**src/design/mixed_radix_index_split_top_defines.svh**
```systemverilog
// Assertion macros shared by the mixed radix index split design.
`ifndef MIXED_RADIX_INDEX_SPLIT_TOP_DEFINES_SVH
`define MIXED_RADIX_INDEX_SPLIT_TOP_DEFINES_SVH
`ifndef SYNTHESIS
// Property checked on every clock edge outside reset
`define MRS_ASSERT(lbl, prop, msg) \
  lbl: assert property (@(posedge clk_i) disable iff (!rst_ni) (prop)) else $error(msg);
// Implication checked on every clock edge outside reset
`define MRS_ASSERT_IMP(lbl, ante, cons, msg) \
  lbl: assert property (@(posedge clk_i) disable iff (!rst_ni) (ante) |-> (cons)) \
    else $error(msg);
`else
`define MRS_ASSERT(lbl, prop, msg)
`define MRS_ASSERT_IMP(lbl, ante, cons, msg)
`endif
`endif

```
**src/design/mrs_pkg.sv**
```systemverilog
// Types, constants and the divide step shared by the index split design.
`timescale 1ns / 1ps
package mrs_pkg;

  localparam int IDX_W      = 31;
  localparam int LEN_W      = 16;
  localparam int DIMS_W     = 3;
  localparam int HW_DIMS    = 4;
  localparam int NUM_DIV    = 3;
  localparam int CFG_IDX_W  = 3;
  localparam int CFG_DATA_W = 16;
  // quotient bits resolved per pipeline stage
  localparam int DIV_STEPS  = 4;
  localparam int DIV_STAGES = (IDX_W + DIV_STEPS - 1) / DIV_STEPS;

  typedef enum logic [CFG_IDX_W-1:0] {
    REG_DIMS        = 3'd0,
    REG_LEN_SECOND  = 3'd1,
    REG_LEN_THIRD   = 3'd2,
    REG_LEN_FOURTH  = 3'd3
  } reg_idx_e;

  // effective configuration: dimension count and the divisor of each divide pass
  typedef struct packed {
    logic [DIMS_W-1:0]             dims;
    logic [NUM_DIV-1:0][LEN_W-1:0] div;
  } cfg_t;

  // partial remainder and dividend/quotient shift word
  typedef struct packed {
    logic [LEN_W-1:0] rem;
    logic [IDX_W-1:0] w;
  } div_acc_t;

  // one restoring division step
  function automatic div_acc_t div_bit(div_acc_t a, logic [LEN_W-1:0] d);
    logic [LEN_W:0] t;
    div_acc_t       r;
    t = {a.rem, a.w[IDX_W-1]};
    if (t >= {1'b0, d}) begin
      r.rem = LEN_W'(t - {1'b0, d});
      r.w   = {a.w[IDX_W-2:0], 1'b1};
    end else begin
      r.rem = t[LEN_W-1:0];
      r.w   = {a.w[IDX_W-2:0], 1'b0};
    end
    return r;
  endfunction

endpackage

```
**src/design/mrs_divider.sv**
```systemverilog
// Pipelined restoring divider, 31-bit word by 16-bit divisor, with sideband.
`timescale 1ns / 1ps
`include "mixed_radix_index_split_top_defines.svh"
module mrs_divider #(
  parameter int SIDE_W = 1
) (
  input  logic                             clk_i,
  input  logic                             rst_ni,
  input  logic                             valid_i,
  input  logic [mrs_pkg::IDX_W-1:0]        dividend_i,
  input  logic [mrs_pkg::LEN_W-1:0]        divisor_i,
  input  logic [SIDE_W-1:0]                side_i,
  output logic                             valid_o,
  output logic [mrs_pkg::IDX_W-1:0]        quot_o,
  output logic [SIDE_W+mrs_pkg::LEN_W-1:0] side_o
);

  localparam int NSTG = mrs_pkg::DIV_STAGES;

  logic [NSTG-1:0]    vld_q;
  mrs_pkg::div_acc_t  acc_q  [NSTG];
  logic [SIDE_W-1:0]  side_q [NSTG];
  logic [mrs_pkg::LEN_W-1:0] rem_w;

  for (genvar s = 0; s < NSTG; s++) begin : g_stage
    mrs_pkg::div_acc_t  acc_in, acc_d;
    logic               vin;
    logic [SIDE_W-1:0]  sin;

    if (s == 0) begin : g_first
      assign acc_in = '{rem: '0, w: dividend_i};
      assign vin    = valid_i;
      assign sin    = side_i;
    end else begin : g_next
      assign acc_in = acc_q[s-1];
      assign vin    = vld_q[s-1];
      assign sin    = side_q[s-1];
    end

    // a few quotient bits per stage; the last stage may run short
    always_comb begin
      acc_d = acc_in;
      for (int j = 0; j < mrs_pkg::DIV_STEPS; j++) begin
        if (s * mrs_pkg::DIV_STEPS + j < mrs_pkg::IDX_W) begin
          acc_d = mrs_pkg::div_bit(acc_d, divisor_i);
        end
      end
    end

    always_ff @(posedge clk_i or negedge rst_ni) begin
      if (!rst_ni) begin
        vld_q[s] <= 1'b0;
      end else begin
        vld_q[s] <= vin;
      end
    end

    always_ff @(posedge clk_i) begin
      acc_q[s]  <= acc_d;
      side_q[s] <= sin;
    end
  end

  assign rem_w   = acc_q[NSTG-1].rem;
  assign valid_o = vld_q[NSTG-1];
  assign quot_o  = acc_q[NSTG-1].w;
  assign side_o  = {side_q[NSTG-1], rem_w};

  `MRS_ASSERT_IMP(a_latency, valid_i, ##NSTG valid_o, "divider word lost in pipeline")
  `MRS_ASSERT_IMP(a_rem_lt_div, valid_o, rem_w < divisor_i, "remainder not below divisor")
  `MRS_ASSERT_IMP(a_quot_ok, valid_o,
    48'(quot_o) * 48'(divisor_i) + 48'(rem_w) == 48'($past(dividend_i, NSTG)),
    "quotient and remainder do not rebuild dividend")

endmodule

```
**config.mk**
```make
export PLATFORM = sky130hd
export DESIGN_NAME = mrs_divider
export DESIGN_NICKNAME = d
export VERILOG_FILES = /design/src/design/mrs_pkg.sv /design/src/design/mrs_divider.sv
export VERILOG_INCLUDE_DIRS = /design/src /design/src/design
export SDC_FILE = /design/constraint.sdc
export NUM_CORES = 2
export LEC_CHECK = 0
export BUFFER_PORTS_ARGS = -buffer_cell sky130_fd_sc_hd__buf_4
export CAP_MARGIN = 25
export CORE_MARGIN = 2
export CORE_UTILIZATION = 25
export CTS_CLUSTER_SIZE = 25
export DETAILED_ROUTE_END_ITERATION = 8
export PLACE_DENSITY_LB_ADDON = 0.2
export SLEW_MARGIN = 20
export SYNTH_ARGS = -nofsm -noshare
export SYNTH_HDL_FRONTEND = slang
export SYNTH_SLANG_ARGS = --single-unit
```
**constraint.sdc**
```tcl
create_clock -name clk_i -period 10.5 [get_ports clk_i]
set_input_delay 2.1 -clock clk_i [delete_from_list [all_inputs] [get_ports clk_i]]
set_output_delay 2.1 -clock clk_i [all_outputs]
set_load 0.1 [all_outputs]
```
* Word-level counts from Yosys, hierarchy flattened *
Memories as Yosys holds them, arrays and structs flattened.
Index checks and enable logic that the tools add are counted.

storage, ports and cells
  register bits = 8
  bits in writable memories = 384
  bits of input ports = 51
  word-level logic and storage cells = 103
  memories = 2

cells by class
  add/sub/neg operators = 31
  order comparisons = 31
  multiplexer cells = 31

memories
  memory  words  width  read ports  clocked after memory_dff  write ports  RTL line           RTL
  acc_q   8      47     8           0                         8            mrs_divider.sv:21  mrs_pkg::div_acc_t acc_q [NSTG];
  side_q  8      1      8           0                         8            mrs_divider.sv:22  logic [SIDE_W-1:0] side_q [NSTG];

operators by type and width
  cell                                                            number
  47-bit 2-to-1 mux                                               31
  17-bit by 16-bit greater-or-equal comparator with 1-bit output  30
  16-bit subtractor                                               30
  1-bit by 16-bit greater-or-equal comparator with 1-bit output   1
  1-bit by 16-bit subtractor with 16-bit output                   1

* Longest topological paths before layout *
An unclocked memory read counts as a cell.

  depth after elaboration = 9
  mapped depth = 53
  gate-level depth less buffers = 47

* Worst setup path after synthesis *
No wires, ideal clock.

  path type = input to register
  from = in divisor_i[1] in the netlist's numbering
  to = mem acc_q[1][138] in the netlist's numbering
  library setup time = 123 ps
  arrival time = 13631 ps
  data required time = 10377 ps
  setup slack = -3254 ps
  stages on the path = 47
  path through = inv_1 > ha_1 > nor2b_1 > o31ai_1 > a211o_1 > a31oi_1 > a21oi_1 > clkbuf_1 > inv_1 > buf_1 > o21ai_0 > inv_1 > ha_1 > nor2b_1 > o31a_1 > o221ai_1 > a21oi_1 > nor2b_1 > (+11 left out) > a211o_1 > a21o_1 > a211oi_2 > clkbuf_1 > mux2i_1 > ha_1 > nor2b_1 > o31a_1 > o41ai_1 > o21ai_0 > o41ai_1 > nand2b_1 > o22ai_1 > o21a_1 > o21ai_0 > o2111ai_1 > buf_2 > mux2_1

RTL lines
  element             RTL line           RTL
  start: declaration  mrs_divider.sv:11  input logic [mrs_pkg::LEN_W-1:0] divisor_i,
  end: declaration    mrs_divider.sv:21

==> reports/results.tsv <==
metric	value	unit
result of the run	complete, but fails checks	
violations in the final reports	setup timing	
simple-gate share of the synthesized area	0.153	
most frequent cells in the layout	1,495 x buf_4, 433 x ha_1, 384 x dfxtp_1, 269 x a21oi_1, 261 x nand2_1	
final worst-path setup slack	-0.0770	ns
area of combinational cells with multiple inputs	0.0277	mm²
area added between synthesis and finish	52.7	%
critical path data required time	11.04	ns
maximum capacitance violations	0	
average instance area after synthesis	8.49	µm²
number of buffers inserted by port buffering	99	
number of rows created at floorplan	136	
cell repeated most along the worst path	buf_4	
GRT Residual Overflow	0	
number of hold-repair buffers added at the cts stage	0	
commonest register cell after synthesis	dfxtp_1	
HPWL Detailed	106000	µm
synthesized flop and latch total	392	
Worst Path Max Fanout	6	
maximum level of the CTS H-tree	2	
number of buffers added by the clock tree synthesis step	50	
arrival time of data at the critical path endpoint	11.11	ns
clock tree sinks	392	
initial core utilization	0.252	
worst reg2reg startpoint	acc_q[0][89]$_DFF_P_	
pin count of the biggest net entering global routing	21	
initial antenna violation count	2	
total I/O pin count	100	
Hold Path Class	flop to flop	
routed vias/inst	4.74	
xor-xnor portion of the synthesized cell area	0.0880	
RSZ-0062 raised after global routing	yes	
most common cell after layout, fill and taps aside	buf_4	
Clk Tree Root Cell	clkbuf_16	
category of the worst setup path launch point	input port	
vias in the first global route	35200	
aggregate routed wire length	132000	µm
number of synthesized flops with an enable pin	0	
Achievable Freq	94.5	MHz
GR Util All Layers	0.181	
time the final worst path needs with I/O delays and setup	10.58	ns
transition time of the tightest slew-check pin	0.724	ns
ratio of cells with drive above 1 in the final layout	0.399	
final hold violation count	0	
Critical Path Source	divisor_i[1]	
first-pass detailed-route iteration total	5	
worst clock skew on the final layout	0.0338	ns
net count reported at finish	6168	
fillcell total	14000	
post-synth cell types	88	
Routability Congestion	0.898	
ratio of final minimum period to clock period	1.01	
full die area	0.142	mm²
type of the worst setup path	input port to flop	
delay contributed by the slowest stage of the critical path	0.36	ns
vias after detailed routing	35300	
complex-gate fraction of the synthesized area	0.213	
CTS tree	yes	
final setup fails	4	
per-cell routed wire length	17.8	µm
Placeable Area	0.138	mm²
die width	377	µm
Post-Place Cells	7210	
Slew headroom	0.513	
main combinational cell family by area after synthesis	compound AO/OA/AOI/OAI gates	
async set-or-reset flop fraction in the synthesized netlist	0.0204	
number of cells produced by synthesis	4090	
Critical Path Slowest Stage Cell	a221o_1	
placement-stage worst setup slack	-1.28	ns
final core occ	0.385	
global-route wire length before repair	202000	µm
sequential fraction of the synthesis area	0.227	
Syn Nets	4653	
cell area after synthesis	0.0347	mm²
Clock Latency Late Sink	0.67	ns
clock-pin slew of the registers on the worst-case setup and hold paths	0.06	ns
Synthesis Warnings	0	
mux share of post-synthesis cell area	0.0850	
adder-cell area share of the yosys netlist	0.191	
vertical die dimension	377	µm
flip-flop and latch area	0.00789	mm²
starting DRC count in detailed routing	1690	
post-route ant nets	0	
type of destination of the critical path	flop	
number of remaining DRC errors	0	
count of pins over their slew limit	0	
maximum count of clock buffers along a single path	3	
number of non-filler instances in the completed layout	7439	
beginning of the worst hold path	acc_q[0][161]$_DFF_P_	
## cells in the mapped netlist, types with 41 or more instances
cell type / count / share of area
clkbuf_1: 44 / 0.0048
mux2_1: 41 / 0.013
nor2b_1: 71 / 0.013
nand4_1: 83 / 0.015
xnor2_1: 233 / 0.059
a21oi_1: 320 / 0.046
nor3_1: 93 / 0.013
a21o_1: 145 / 0.031
o21a_1: 67 / 0.014
dfxtp_1: 384 / 0.22
o21ai_0: 246 / 0.035
nor2_1: 271 / 0.029
inv_1: 207 / 0.022
o21bai_1: 45 / 0.0097
nand3_1: 79 / 0.011
nand2b_1: 46 / 0.0083
buf_4: 48 / 0.010
xor2_1: 116 / 0.029
ha_1: 482 / 0.17
nand2_1: 270 / 0.029
mux2_2: 175 / 0.057
## registers in the layout, summed over array words and instances (netlist names)
register / cells
g_stage.vin: 7
side_q: 8
acc_q: 376
valid_o: 1
## cell families (layout without fill, tap and decap cells)
logic type	count (synthesis)	after routing
AOI/OAI and AO/OA	1152	1152
xor gates and xnor gates	349	349
adders and majority gates	512	512
buffers and inverters	336	1889
DFF	392	392
muxes	264	264
other	0	2
and+or+nand+nor	1085	1085
## worst paths after layout
kind                       slack, ns                       end  cells past startpoint
setup / recovery               -0.08     acc_q[0][177]$_DFF_P_                     57
setup reg to reg                1.24     acc_q[0][134]$_DFF_P_                     42
min in group asynchronous       1.24  g_stage[6].vin$_DFF_PN0_                      1
max in group asynchronous       9.13  g_stage[7].vin$_DFF_PN0_                      1
hold reg to reg                 0.30      acc_q[1][24]$_DFF_P_                      0
hold / removal                  0.30      acc_q[1][24]$_DFF_P_                      0
## area by class of cell
type | instances | share of cell area
Timing Repair Buffer | 1578 | 0.236
Clock inverter | 32 | 0.00829
Tap cell | 1794 | 0.0423
Inverter | 219 | 0.0169
Sequential cell | 392 | 0.149
Antenna cell | 2 | 0.0000944
Clock buffer | 58 | 0.0248
Timing Repair inverter | 2 | 0.000354
Multi-Input combinational cell | 3362 | 0.522
## what timing repair did
action | 4_1_cts | 5_1_grt
setup endpoints to repair | 98 | 119
pin swaps | 63 | 135
setup buffers | 65 | 68
resized for setup | 138 | 253
cloned | 3 | 3
## metrics by stage
step           hold WS [ns]  TNS (ns)  cell area [µm²]
4_1_cts               0.300   -0.0451            51200
2_1_floorplan         0.310   -131.66            36100
5_1_grt               0.310    -17.34            53000
3_5_place_dp          0.312   -109.64            48400
3_3_place_gp          0.310   -104.17            48400
6_report              0.298   -0.0844            53000
## metal layers
layer,share of wire,GRT usage
met5,0,0
met4,0.021,0.0397
met3,0.031,0.0198
met2,0.46,0.305
met1,0.49,0.247
## critical path: cells and delay by family
kind / cells / cell delay (ns)
buffers and inverters: 22 / 2.59
XOR/XNOR: 1 / 0.19
AO/OA/AOI/OAI: 21 / 3.89
adder cells (fa/ha/maj): 4 / 1.04
AND/OR/NAND/NOR: 9 / 1.31
Power is not shown: default switching activity piles up to over one toggle a cycle in this logic, so the estimate is an artifact.
