`src/design/mixed_radix_index_split_top_defines.svh`:
```
// Assertion macros shared by the mixed radix index split design.
`ifndef MIXED_RADIX_INDEX_SPLIT_TOP_DEFINES_SVH
`define MIXED_RADIX_INDEX_SPLIT_TOP_DEFINES_SVH
`ifndef SYNTHESIS
// Property checked on every clock edge outside reset
`define MRS_ASSERT(lbl, prop, msg) \
  lbl: assert property (@(posedge clk_i) disable iff (!rst_ni) (prop)) else $error(msg);
// Implication checked on every clock edge outside reset
`define MRS_ASSERT_IMP(lbl, ante, cons, msg) \
  lbl: assert property (@(posedge clk_i) disable iff (!rst_ni) (ante) |-> (cons)) \
    else $error(msg);
`else
`define MRS_ASSERT(lbl, prop, msg)
`define MRS_ASSERT_IMP(lbl, ante, cons, msg)
`endif
`endif

```
`src/design/mrs_pkg.sv`:
```
// Types, constants and the divide step shared by the index split design.
`timescale 1ns / 1ps
package mrs_pkg;

  localparam int IDX_W      = 31;
  localparam int LEN_W      = 16;
  localparam int DIMS_W     = 3;
  localparam int HW_DIMS    = 4;
  localparam int NUM_DIV    = 3;
  localparam int CFG_IDX_W  = 3;
  localparam int CFG_DATA_W = 16;
  // quotient bits resolved per pipeline stage
  localparam int DIV_STEPS  = 4;
  localparam int DIV_STAGES = (IDX_W + DIV_STEPS - 1) / DIV_STEPS;

  typedef enum logic [CFG_IDX_W-1:0] {
    REG_DIMS        = 3'd0,
    REG_LEN_SECOND  = 3'd1,
    REG_LEN_THIRD   = 3'd2,
    REG_LEN_FOURTH  = 3'd3
  } reg_idx_e;

  // effective configuration: dimension count and the divisor of each divide pass
  typedef struct packed {
    logic [DIMS_W-1:0]             dims;
    logic [NUM_DIV-1:0][LEN_W-1:0] div;
  } cfg_t;

  // partial remainder and dividend/quotient shift word
  typedef struct packed {
    logic [LEN_W-1:0] rem;
    logic [IDX_W-1:0] w;
  } div_acc_t;

  // one restoring division step
  function automatic div_acc_t div_bit(div_acc_t a, logic [LEN_W-1:0] d);
    logic [LEN_W:0] t;
    div_acc_t       r;
    t = {a.rem, a.w[IDX_W-1]};
    if (t >= {1'b0, d}) begin
      r.rem = LEN_W'(t - {1'b0, d});
      r.w   = {a.w[IDX_W-2:0], 1'b1};
    end else begin
      r.rem = t[LEN_W-1:0];
      r.w   = {a.w[IDX_W-2:0], 1'b0};
    end
    return r;
  endfunction

endpackage

```
`src/design/mrs_cfg_regs.sv`:
```
// Configuration registers and derivation of the per-pass divisors.
`timescale 1ns / 1ps
module mrs_cfg_regs #(
  parameter int MAX_DIMS = 4
) (
  input  logic                                clk_i,
  input  logic                                rst_ni,
  input  logic                                cfg_we_i,
  input  logic [mrs_pkg::CFG_IDX_W-1:0]       cfg_idx_i,
  input  logic [mrs_pkg::CFG_DATA_W-1:0]      cfg_wdata_i,
  output mrs_pkg::cfg_t                       cfg_o
);

  localparam int DLIM = (MAX_DIMS < mrs_pkg::HW_DIMS) ? MAX_DIMS : mrs_pkg::HW_DIMS;
  localparam logic [mrs_pkg::DIMS_W-1:0] DimsLim = mrs_pkg::DIMS_W'(DLIM);
  localparam logic [mrs_pkg::LEN_W-1:0]  LenOne  = mrs_pkg::LEN_W'(1);

  logic [mrs_pkg::DIMS_W-1:0] dims_q;
  logic [mrs_pkg::LEN_W-1:0]  len2_q, len3_q, len4_q;
  logic [mrs_pkg::DIMS_W-1:0] d;
  logic [mrs_pkg::LEN_W-1:0]  l2, l3, l4;

  // register writes
  always_ff @(posedge clk_i or negedge rst_ni) begin
    if (!rst_ni) begin
      dims_q <= mrs_pkg::DIMS_W'(1);
      len2_q <= LenOne;
      len3_q <= LenOne;
      len4_q <= LenOne;
    end else if (cfg_we_i) begin
      case (cfg_idx_i)
        mrs_pkg::REG_DIMS:       dims_q <= cfg_wdata_i[mrs_pkg::DIMS_W-1:0];
        mrs_pkg::REG_LEN_SECOND: len2_q <= cfg_wdata_i;
        mrs_pkg::REG_LEN_THIRD:  len3_q <= cfg_wdata_i;
        mrs_pkg::REG_LEN_FOURTH: len4_q <= cfg_wdata_i;
        default: ;
      endcase
    end
  end

  // saturated dimension count, zero lengths act as one
  always_comb begin
    d = (dims_q == '0) ? mrs_pkg::DIMS_W'(1) : dims_q;
    if (d > DimsLim) d = DimsLim;
    l2 = (len2_q == '0) ? LenOne : len2_q;
    l3 = (len3_q == '0) ? LenOne : len3_q;
    l4 = (len4_q == '0) ? LenOne : len4_q;
  end

  // passes run from the last active dimension backward
  always_comb begin
    cfg_o.dims   = d;
    cfg_o.div[0] = (d == 3'd4) ? l4 : (d == 3'd3) ? l3 : (d == 3'd2) ? l2 : LenOne;
    cfg_o.div[1] = (d == 3'd4) ? l3 : (d == 3'd3) ? l2 : LenOne;
    cfg_o.div[2] = (d == 3'd4) ? l2 : LenOne;
  end

endmodule

```
`config.mk`:
```
export PLATFORM = sky130hd
export DESIGN_NAME = mrs_cfg_regs
export DESIGN_NICKNAME = d
export VERILOG_FILES = /design/src/design/mixed_radix_index_split_top_defines.svh /design/src/design/mrs_pkg.sv /design/src/design/mrs_cfg_regs.sv
export SDC_FILE = /design/constraint.sdc
export NUM_CORES = 1
export LEC_CHECK = 0
export ABC_AREA = 1
export BUFFER_PORTS_ARGS = -buffer_cell sky130_fd_sc_hd__buf_2
export CAP_MARGIN = 10
export CORE_UTILIZATION = 50
export DETAILED_ROUTE_END_ITERATION = 7
export GPL_ROUTABILITY_DRIVEN = 0
export PLACE_DENSITY_LB_ADDON = 0.12
export SYNTH_ARGS = -nofsm -noshare
export SYNTH_HDL_FRONTEND = slang
export SYNTH_SLANG_ARGS = --single-unit
```
`constraint.sdc`:
```
create_clock -name clk_i -period 1.76 [get_ports clk_i]
set_clock_uncertainty 0.05 [all_clocks]
set_input_delay 0.264 -clock clk_i [delete_from_list [all_inputs] [get_ports clk_i]]
set_output_delay 0.264 -clock clk_i [all_outputs]
set_load 0.005 [all_outputs]
```
# Yosys cells after proc, flatten, opt, wreduce, memory -nomap -nowiden

Index checks and enable logic that the tools add are counted.

Add/subtract/negate cells: 0
$mul: 0
Divide/modulo/power cells: 0
Order comparisons: 1
Equality and inequality tests: 6
Shifts and indexed selects: 0
Multiplexer cells: 11
Bitwise gates (word level): 0
Reduce and logical (&&, ||, !) cells: 9

Operator list:

| kind               | count |
|---|---|
| $mux 16            | 9 |
| $logic_not 16->1   | 3 |
| $eq 3x2->1 const B | 4 |
| $reduce_and 2->1   | 4 |
| $logic_not 3->1    | 2 |
| $mux 3             | 2 |
| $eq 3x1->1 const B | 1 |
| $eq 3x3->1 const B | 1 |
| $gt 3x3->1 const B | 1 |

Register bits: 51
Bits in latches: 0
Memory bits (writable): 0
Bits in read-only memories: 0
Bits of input ports: 22
Output and inout port bits: 51
Word-level logic and storage cells: 31
Memories kept: 0

# Longest topological paths before layout

Depth after elaboration: 8
Gate-level depth with buffers: 9
Gate-level depth less buffers: 8

# Least setup slack after synthesis

OpenSTA, ideal clock, no wires.

Kind: register to output
From: register dims_q[2] (netlist bit)
To: output cfg_o[13] (netlist bit)
Data arrival time: 1.022 ns
Required time: 1.446 ns
Slack: 0.424 ns
Cell stages (with the launch flop): 10
Path buffers: 2
Cell sequence: dfrtp_1 buf_6 inv_6 nand2_2 inv_4 nand2_8 inv_8 buf_12 nand2_2 o221ai_2

RTL lines:

| element                | RTL line           | source |
|---|---|---|
| start, declared        | mrs_cfg_regs.sv:18 | `logic [mrs_pkg::DIMS_W-1:0] dims_q;` |
| start signal, assigned | mrs_cfg_regs.sv:26 | `dims_q <= mrs_pkg::DIMS_W'(1);` |
| start signal, assigned | mrs_cfg_regs.sv:32 | `mrs_pkg::REG_DIMS: dims_q <= cfg_wdata_i[mrs_pkg::DIMS_W-1:0];` |
| end, declared          | mrs_cfg_regs.sv:11 | `output mrs_pkg::cfg_t cfg_o` |

==> qor.txt <==
I/O Pins - 73
Synth warn - 0
Utilization after layout - 69.8%
Status - finished, violations left
Starting Density - 52.1%
H-tree level count - 2
Clk_lat worst skew - 0.30 ns
Violations in the final reports - setup timing
Number of enable-type register cells in the synthesized netlist - 0
Clock Pin Slew Worst Setup and Hold Paths - 0.09 ns
Maximum capacitance violations - 0
Final critical-path setup slack - -0.0797 ns
Fraction of the yosys area taken by sequential cells - 44.3%
Total clock buffers created by CTS - 5
Per-cell routed wire length - 14.6 microns
DP Worst Slack - 0.160 ns
Total routing usage reported by global routing - 27.8%
Register-to-Register Setup Slack - 0.75 ns
Iteration count of the initial detailed-routing pass - 4
Antenna violations before repair - 0
Full die area - 0.00609 sq mm
Detail Route Antenna Nets - 0
Overall die width - 78.0 microns
Floorplan row count - 27
Number of different library cells in the post-synthesis netlist - 24
Worst relative slew slack - 77.1%
Pin count of the biggest net entering global routing - 52
Via density per instance - 5.07
Multi-input combinational cell area - 0.00132 sq mm
Final slew viol count - 0
Syn Inst Count - 376
CTS tree - done
Setup repair after global routing missed its margin - true
Post-Syn Nets - 398
Data required, critical path - 1.45 ns
Sinks on Clock Net - 51
Endpoint with the worst hold slack - len4_q[6]$_DFFE_PN0P_
Die Y-Extent - 78.0 microns
Worst Path Max Fanout - 6
Most frequent standard cell in the layout excluding fill and tap cells - sky130_fd_sc_hd__nand2_1
Total inserted antenna cells - 0
Input/output buffers - 72
Critical Path Start Type - register
Final hold violation count - 0
Highest-count cells in the layout ignoring fill and taps - sky130_fd_sc_hd__nand2_1 (97), sky130_fd_sc_hd__buf_2 (72), sky130_fd_sc_hd__inv_1 (65)
Most instantiated flip-flop cell in the synthesis netlist - sky130_fd_sc_hd__dfrtp_1
Number of fillers in the final layout - 492
Global route overflow - 0
Share of final-layout standard cells stronger than drive strength 1 - 40.0%
Via count of the first global-routing pass - 2703
DRC marker count from the first detailed-route iteration - 253
Residual DRC count - 0
Capturing point of the worst reg2reg path - dims_q[2]$_DFFE_PN0P_
Post-route fraction of the period consumed by the critical path - 105%
Number of endpoints failing setup at the final stage - 33
Worst hold-check path type - input port to register
Root buffer selected by CTS - sky130_fd_sc_hd__clkbuf_8
Nature of the critical path endpoint - primary output
Total number of nets in the final design - 506
Largest area contributor in the synthesized netlist - sky130_fd_sc_hd__dfrtp_1
Start point of the worst hold path - cfg_wdata_i[6]
Pwr per Cell Area - 1010 mW/mm^2
Lkg Pwr - 0.00214 uW
Yosys reg bits - 51
Path depth of the worst reg2reg path - 3
Worst EP arrival - 1.53 ns
Origin of the critical flop-to-flop path - dims_q[2]$_DFFE_PN0P_
Global-route wire length before repair - 13100 microns
Area growth from synthesis to layout - 33.9%
Minimum period implied by the final worst setup slack - 1.84 ns
Total detailed-routing wirelength - 8110 microns
Clock tree buffer depth - 2
Share of the synthesized area in the top cell type - 40.7%
Footprint of the flip-flops and latches - 0.00129 sq mm
Area of the mapped netlist - 0.00289 sq mm
Setup CP Type - register to primary output
Cells taking the most area after synthesis - sky130_fd_sc_hd__dfrtp_1 (41%), sky130_fd_sc_hd__nand2_1 (13%), sky130_fd_sc_hd__o21ai_1 (10%)
Maximum clock rate - 0.544 GHz
Worst-case vdd ir drop - 655 uV
Hold WS - 0.183 ns
Total core area - 0.00554 sq mm
Estimated wirelength of the detail-placed design - 4980 microns
Proportion of synthesized flip-flops having asynchronous set or reset - 100%
Slew at the pin closest to its max-slew limit - 0.344 ns
Total number of vias - 2825
Avg Inst Size Synth - 7.68 sq um
Worst hold path depth - 3
## state kept, by name, indices dropped and copies added (netlist names)
register,flops
len2_q,16
len3_q,16
len4_q,16
dims_q,3
## layout make-up
cell class / count / area share (%)
Inverter: 72 / 7.57
Clock buffer: 8 / 2.59
Timing Repair Buffer: 118 / 19.7
Tap cell: 72 / 2.33
Sequential cell: 51 / 33.2
Multi-Input combinational cell: 235 / 34.1
Timing Repair inverter: 1 / 0.420
## how the worst max path moves through the flow
stage                                startpoint        end
final                     dims_q[0]$_DFFE_PN1P_   cfg_o[6]
after detailed placement  dims_q[2]$_DFFE_PN0P_   cfg_o[0]
after global routing      dims_q[0]$_DFFE_PN1P_   cfg_o[0]
after global placement    dims_q[2]$_DFFE_PN0P_   cfg_o[0]
after floorplan           dims_q[2]$_DFFE_PN0P_  cfg_o[13]
after CTS                 len2_q[7]$_DFFE_PN0P_   cfg_o[0]
## metrics by stage
| step | total power, uW | cells | area, sq um | TNS (ns) |
|---|---|---|---|---|
| final | 3910 | 557 | 3870 | -1.67 |
| after detailed placement | 2780 | 509 | 3280 | 0 |
| after floorplan | 2360 | 376 | 2890 | 0 |
| after global placement | 2750 | 509 | 3280 | 0 |
| after CTS | 3690 | 533 | 3610 | -0.873 |
| after global routing | 4170 | 557 | 3870 | -3.26 |
## report_power, final
group          total, uW  internal [uW]  switching [uW]
sequential          1620           1410             214
clock                755            360             395
combinational       1530            700             835
## timing repair
action,4_1_cts,5_1_grt
pin swaps,5,6
setup endpoints to repair,22,34
gates resized for setup,27,26
setup buffers,13,24
hold endpoints to repair,47,0
cloned,2,0
hold buffers,1,0
## Yosys cell counts (2+ instances only)
master and n:
sky130_fd_sc_hd__inv_1 68, sky130_fd_sc_hd__o21ai_1 58, sky130_fd_sc_hd__buf_2 9, sky130_fd_sc_hd__dfstp_2 4, sky130_fd_sc_hd__nand2_2 12, sky130_fd_sc_hd__nor2_1 23
sky130_fd_sc_hd__clkbuf_1 4, sky130_fd_sc_hd__o21ai_2 3, sky130_fd_sc_hd__nand2_1 101, sky130_fd_sc_hd__buf_6 5, sky130_fd_sc_hd__o21ai_0 5, sky130_fd_sc_hd__nand4_1 4
sky130_fd_sc_hd__o221ai_1 5, sky130_fd_sc_hd__dfrtp_1 47, sky130_fd_sc_hd__nand3_1 9, sky130_fd_sc_hd__o221ai_2 10, sky130_fd_sc_hd__nor2_2 2
## metal layers
layer,wire (microns),global-route usage [%]
met1,3640,38.1
met2,3820,43.7
met3,523,5.70
met4,128,10.2
met5,0,0
## critical path, cell delays in order (launching register included)
cell and delay (ns):
sky130_fd_sc_hd__dfstp_2 0.65, sky130_fd_sc_hd__nor2_4 0.07, sky130_fd_sc_hd__nand2_4 0.10, sky130_fd_sc_hd__buf_6 0.15
sky130_fd_sc_hd__o221ai_2 0.10, sky130_fd_sc_hd__buf_2 0.14
## cell families after synthesis
family | count (synthesis) | share of synthesized area, %
simple gates | 153 | 22.5
compound gates | 81 | 18.5
flops | 51 | 44.3
buf+inv | 91 | 14.6
(Power assumes the default switching activity.)
